## src/rtl/core/point_table_nearest_and_radius_query_assert.svh

```systemverilog
// ----------------------------------------------------------------------------
// Point table assertion macros
// Clocked property checks that compile away when SYNTH is defined.
// ----------------------------------------------------------------------------
`ifndef POINT_TABLE_NEAREST_AND_RADIUS_QUERY_ASSERT_SVH
`define POINT_TABLE_NEAREST_AND_RADIUS_QUERY_ASSERT_SVH
`ifndef SYNTH
// Checked property, switched off while reset is high.
`define PTNRQ_ASSERT(lbl, clk, rst, prop, msg) \
  lbl: assert property (@(posedge clk) disable iff (rst) prop) else $error(msg);
// Checked property that also holds across reset.
`define PTNRQ_ASSERT_ALWAYS(lbl, clk, prop, msg) \
  lbl: assert property (@(posedge clk) prop) else $error(msg);
`else
`define PTNRQ_ASSERT(lbl, clk, rst, prop, msg)
`define PTNRQ_ASSERT_ALWAYS(lbl, clk, prop, msg)
`endif
`endif

```

## src/rtl/core/ptnrq_pkg.sv

```systemverilog
// ----------------------------------------------------------------------------
// Point table package
// Widths, command and status codes, and the types shared by the modules.
// ----------------------------------------------------------------------------
`default_nettype none

package ptnrq_pkg;

  localparam int DEPTH_DEF = 64;
  localparam int CNT_W     = 7;
  localparam int CRD_W     = 24;
  localparam int KIND_W    = 4;
  localparam int RAD_W     = 23;
  localparam int SQ_W      = 2 * CRD_W;
  localparam int DST_W     = 2 * (CRD_W + 1);
  localparam int RSQ_W     = 2 * RAD_W;

  localparam logic [CNT_W-1:0] MAX_ENTRIES_RST = 7'd64;

  typedef enum logic [1:0] {
    CMD_INSERT  = 2'd0,
    CMD_NEAREST = 2'd1,
    CMD_KIND    = 2'd2,
    CMD_CLEAR   = 2'd3
  } cmd_t;

  localparam logic [1:0] ST_OK   = 2'd0;
  localparam logic [1:0] ST_FULL = 2'd1;
  localparam logic [1:0] ST_NONE = 2'd2;

  typedef struct packed {
    logic [CRD_W-1:0]  x;
    logic [CRD_W-1:0]  y;
    logic [CRD_W-1:0]  z;
    logic [KIND_W-1:0] kind;
    logic              shelter;
  } entry_t;

  // Commands from the controller to the datapath.
  typedef struct packed {
    logic load;    // capture the accepted word
    logic single;  // perform an insert or clear and write its result
    logic issue;   // read one entry into the distance pipeline
    logic finish;  // write the closing result of a query
  } ctl_t;

  // Status from the datapath to the controller.
  typedef struct packed {
    logic [CNT_W-1:0] count;
    logic             out_free;
    logic             pipe_empty;
  } stat_t;

endpackage

`default_nettype wire

```

## src/rtl/core/ptnrq_ctrl.sv

```systemverilog
// ----------------------------------------------------------------------------
// Point table controller
// Accepts words, sequences inserts and clears, and walks the table for queries.
// ----------------------------------------------------------------------------
`default_nettype none
`include "point_table_nearest_and_radius_query_assert.svh"

module ptnrq_ctrl
  import ptnrq_pkg::*;
#(
  parameter int DEPTH = DEPTH_DEF,
  localparam int IDX_W = (DEPTH > 1) ? $clog2(DEPTH) : 1
) (
  input  logic             clk,
  input  logic             rst,
  input  logic             in_valid,
  input  logic [1:0]       cmd,
  output logic             in_stall,
  input  stat_t            stat,
  output ctl_t             ctl,
  output logic [IDX_W-1:0] rd_addr
);

  typedef enum logic [3:0] {
    S_IDLE   = 4'b0001,
    S_SINGLE = 4'b0010,
    S_SCAN   = 4'b0100,
    S_FINISH = 4'b1000
  } state_t;

  state_t           state, state_next;
  logic [IDX_W-1:0] scan_idx, scan_idx_next;
  logic             accept, last_issue;

  assign in_stall   = (state != S_IDLE);
  assign accept     = in_valid && !in_stall;
  assign last_issue = (CNT_W'(scan_idx) + CNT_W'(1)) == stat.count;
  assign rd_addr    = scan_idx;

  always_comb begin
    state_next    = state;
    scan_idx_next = scan_idx;
    ctl           = '0;
    case (state)
      S_IDLE: begin
        if (accept) begin
          ctl.load      = 1'b1;
          scan_idx_next = '0;
          if (cmd inside {CMD_INSERT, CMD_CLEAR}) begin
            state_next = S_SINGLE;
          end else if (stat.count == '0) begin
            state_next = S_FINISH;
          end else begin
            state_next = S_SCAN;
          end
        end
      end
      S_SINGLE: begin
        if (stat.out_free) begin
          ctl.single = 1'b1;
          state_next = S_IDLE;
        end
      end
      S_SCAN: begin
        if (stat.out_free) begin
          ctl.issue = 1'b1;
          if (last_issue) begin
            state_next = S_FINISH;
          end else begin
            scan_idx_next = scan_idx + IDX_W'(1);
          end
        end
      end
      S_FINISH: begin
        if (stat.pipe_empty && stat.out_free) begin
          ctl.finish = 1'b1;
          state_next = S_IDLE;
        end
      end
      default: begin
        state_next = S_IDLE;
      end
    endcase
  end

  always_ff @(posedge clk) begin
    if (rst) begin
      state    <= S_IDLE;
      scan_idx <= '0;
    end else begin
      state    <= state_next;
      scan_idx <= scan_idx_next;
    end
  end

  `PTNRQ_ASSERT_ALWAYS(a_idle_after_reset, clk, rst |=> !in_stall, "block not ready after reset")
  `PTNRQ_ASSERT(a_busy_after_accept, clk, rst, (in_valid && !in_stall) |=> in_stall, "second word taken while busy")
  `PTNRQ_ASSERT(a_issue_in_range, clk, rst, ctl.issue |-> (CNT_W'(rd_addr) < stat.count), "scan read beyond stored entries")

endmodule

`default_nettype wire

```

## config.mk

```make
export PLATFORM = sky130hd
export DESIGN_NAME = ptnrq_ctrl
export DESIGN_NICKNAME = d
export VERILOG_FILES = /design/src/rtl/core/ptnrq_pkg.sv /design/src/rtl/core/ptnrq_ctrl.sv
export VERILOG_INCLUDE_DIRS = /design/src /design/src/rtl/core
export SDC_FILE = /design/constraint.sdc
export NUM_CORES = 1
export LEC_CHECK = 0
export BUFFER_PORTS_ARGS = -buffer_cell sky130_fd_sc_hd__buf_2
export CORE_ASPECT_RATIO = 1.25
export CORE_MARGIN = 2
export CORE_UTILIZATION = 46
export CTS_BUF_LIST = sky130_fd_sc_hd__clkbuf_8
export CTS_CLUSTER_DIAMETER = 60
export DETAILED_ROUTE_END_ITERATION = 12
export PLACE_DENSITY = 0.74
export REMOVE_ABC_BUFFERS = 1
export SYNTH_ARGS = -nofsm -noshare
export SYNTH_HDL_FRONTEND = slang
export SYNTH_SLANG_ARGS = --single-unit
```

## constraint.sdc

```tcl
create_clock -name clk -period 2.4 [get_ports clk]
set_clock_uncertainty 0.05 [all_clocks]
set_input_delay 0.24 -clock clk [delete_from_list [all_inputs] [get_ports clk]]
set_output_delay 0.24 -clock clk [all_outputs]
set_load 0.03 [all_outputs]
```

==> reports/results.txt <==
Counting the fill cells in the layout gives 161. At the end of the flow the core is filled with cells to 58.0%. No sink is reached through more buffers than the 2 on the longest clock path.

Counting the buffers created by CTS gives 3. The library cell used most frequently in the layout, excluding fill and tap cells, is buf_2. 0 antenna diodes ended up in the layout. In the final routed layout, each cell accounts on average for 14.7 microns. Slowest cell on the critical path: a2111oi_4. In this run the clock root is driven by a clkbuf_8.

In this run, post-CTS repair resized a total of 0 instances. The final layout contains 141 nets. The tools report the data required time of the critical path as 2.53 ns. The register cell area after layout was 200 sq um; the number of remaining DRC errors was 0. The I/O pin total is 25.

Setup violations remaining at the end of the flow were counted as 0. The sequential fraction of the synthesis area came out at 24.2%. The minimum setup slack among reg-to-reg paths was 0.21 ns; the combined buffer and inverter count along the critical path was 0. The tools report the count of pins over their slew limit as 0.

In the layout the commonest cells are buf_2 (24), dfxtp_1 (10), nand2_1 (9). The congestion estimate from routability-driven global placement came to 0.906. The initial antenna violation count was 0; the die boundary width was 41.9 microns. The signal on the critical path passes through nand4_1 > or3_4 > a2111oi_4 > nand3_2 > o21ai_2 > o2111a_1. In this run the remaining antenna-violating nets after routing total 0. The power per unit of standard cell area works out to 708 mW/mm^2.

VDD sags by at most 0.000451 V. Max-cap violations in this run came to 0. The detailed router placed 847 vias in this run.

Detailed placement finished with a half-perimeter wire length of 1.72 mm. The routed design has 2.10 mm of wire. The die covers 0.00216 sq mm. Derived from the worst setup path, the maximum achievable clock frequency is 456 MHz. The CTS H-tree depth was 1; the transition at the pin with the smallest max-transition slack was 0.467 ns. Largest net degree at the start of global routing: 10. For the data arrival time of the critical path, the log shows 2.32 ns. The period utilization came out at 91.3%. TritonCTS built the clock tree. The number of setup buffers added after CTS is 0.

Hold timing on the final database bottoms out at a slack of 0.209 ns. For the hold violation total from the final report, the log shows 0. The static leakage was 0.392 nW; the area occupied by multi-input gates was 587 sq um. The site row count came out at 17. The critical path in this run is classified as reg2reg. STA classifies the critical path startpoint as a flip-flop. In this run the mean area of a mapped cell was 8.27 sq um. In this design, the stage delay of the slowest critical-path cell is 0.48 ns.

The run finished with clean final reports. The synthesized netlist occupies a cell area of 827 sq um. Of all flip-flops after synthesis, the portion carrying an async set or reset was 0%. The initial core utilization is 48.0%. After the first detailed-routing iteration, the DRC count stood at 10.

After synthesis, the netlist uses 44 different library cells. The run gives 0 as the overflow left after global routing. Setup repair after global routing left no endpoint under its margin. The post-route netlist has 32.3% of its cells at a drive strength greater than 1.

The first detailed-routing pass took 4 iterations. For the number of global-route vias before repair, the log shows 750. In the global route stage, overall resource usage came out at 20.8%. The minimum clock period after layout is 2.19 ns, and the clock net sink count is 10. Before CTS, the worst setup slack after placement is 0.239 ns. Among cell families on the critical path, the largest total delay comes from compound AO/OA/AOI/OAI gates. The first-pass GRT wire length came out at 3.39 mm. Measured against its own limit, the worst slew margin works out to 68.7%. The layout overhead on the synthesized area was 20.7%. In this run the vertical extent of the chip is 51.4 microns. The gate count after technology mapping was 100. The count of buffers added on input and output ports is 24. Yosys warning count: 0. The classification of the worst-slack hold path was in2reg.

Most common flop cell mapped by yosys: dfxtp_1. After clock tree synthesis, the clock-pin slew on the worst setup and hold paths is 0.04 ns. The slack of the critical path was 0.209 ns; the total of hold buffers inserted after clock tree synthesis was 0. Of all nets on the critical path, the largest fanout is 9. The post-synthesis register bit count was 10; the number of enable-type register cells in the synthesized netlist was 0. Dividing the detail-routed via count by the number of cells gives 5.92. For the source-to-sink clock delay at the later pin of the worst-skew pair, the log shows 0.23 ns.

The worst setup path is captured at a flip-flop. The tools report the core area as 0.00172 sq mm.
-- area by class of cell --
cell class,instances,share of cell area [%]
Multi-Input combinational cell,80,58.8
Sequential cell,10,20.1
Timing Repair Buffer,24,12.0
Clock buffer,3,4.14
Inverter,7,2.63
Tap cell,19,2.38
-- where the power goes --
group | switching [mW] | leakage, nW | internal (mW)
Sequential | 0.0457 | 0.0812 | 0.192
Combinational | 0.181 | 0.290 | 0.116
Clock | 0.0623 | 0.0216 | 0.110
Total | 0.289 | 0.392 | 0.417
-- cells by family (layout without fill, tap and decap cells) --
logic type	Yosys count	after routing	share of synthesized area, %
XOR/XNOR	7	7	7.41
multiplexers	1	1	1.36
AND/OR/NAND/NOR	44	44	32.2
adder cells (fa/ha/maj)	1	1	1.51
buffers and inverters	10	34	4.84
AO/OA/AOI/OAI	27	27	28.4
flip-flops	10	10	24.2
-- layer usage --
| metal | vias up | wire length [microns] | share of wire, % | GRT usage [%] |
|---|---|---|---|---|
| met5 | - | 0 | 0 | 0 |
| met4 | 0 | 53 | 2.5 | 10.8 |
| met3 | 8 | 127 | 6.1 | 3.53 |
| met2 | 30 | 1100 | 52 | 37.5 |
| met1 | 380 | 821 | 39 | 23.1 |
| li1 | 429 | - | - | - |
-- final timing paths --
| path | startpoint | endpoint | depth (start not counted) |
|---|---|---|---|
| worst max-delay path | rd_addr[2] | state[3] | 6 |
| worst min-delay path | in_valid | state[0] | 2 |
| worst max register to register | rd_addr[2] | state[3] | 6 |
| worst min register to register | rd_addr[4] | rd_addr[4] | 2 |
-- metrics by stage --
step	instance area, sq um	total power [mW]	std cells	TNS (ns)
finish	998	0.707	143	0
global route	998	0.756	143	0
CTS	998	0.713	143	0
detailed placement	957	0.540	140	0
global placement	957	0.533	140	0
floorplan	813	0.456	97	-0.0895
-- state kept, by name, indices dropped and copies added (netlist names) --
name / flops
state: 4
rd_addr: 6
-- synthesized netlist by cell type (2+ instances only) --
library cell / number / area share [%]
o21a_1: 2 / 1.8
buf_2: 2 / 1.2
or3_1: 2 / 1.5
nor2_1: 5 / 2.3
nand2b_1: 3 / 2.3
nand3_1: 5 / 3.0
o31ai_1: 2 / 1.8
o311ai_0: 3 / 3.2
inv_1: 7 / 3.2
or4b_1: 2 / 2.4
nor3_1: 6 / 3.6
a31o_2: 2 / 2.1
o211ai_1: 3 / 2.7
xor2_1: 2 / 2.1
nand2_1: 9 / 4.1
dfxtp_1: 10 / 24
nand4_1: 2 / 1.5
o21ai_0: 2 / 1.2
xnor2_1: 5 / 5.3
nor4_1: 2 / 1.5
(Power assumes the default switching activity.)
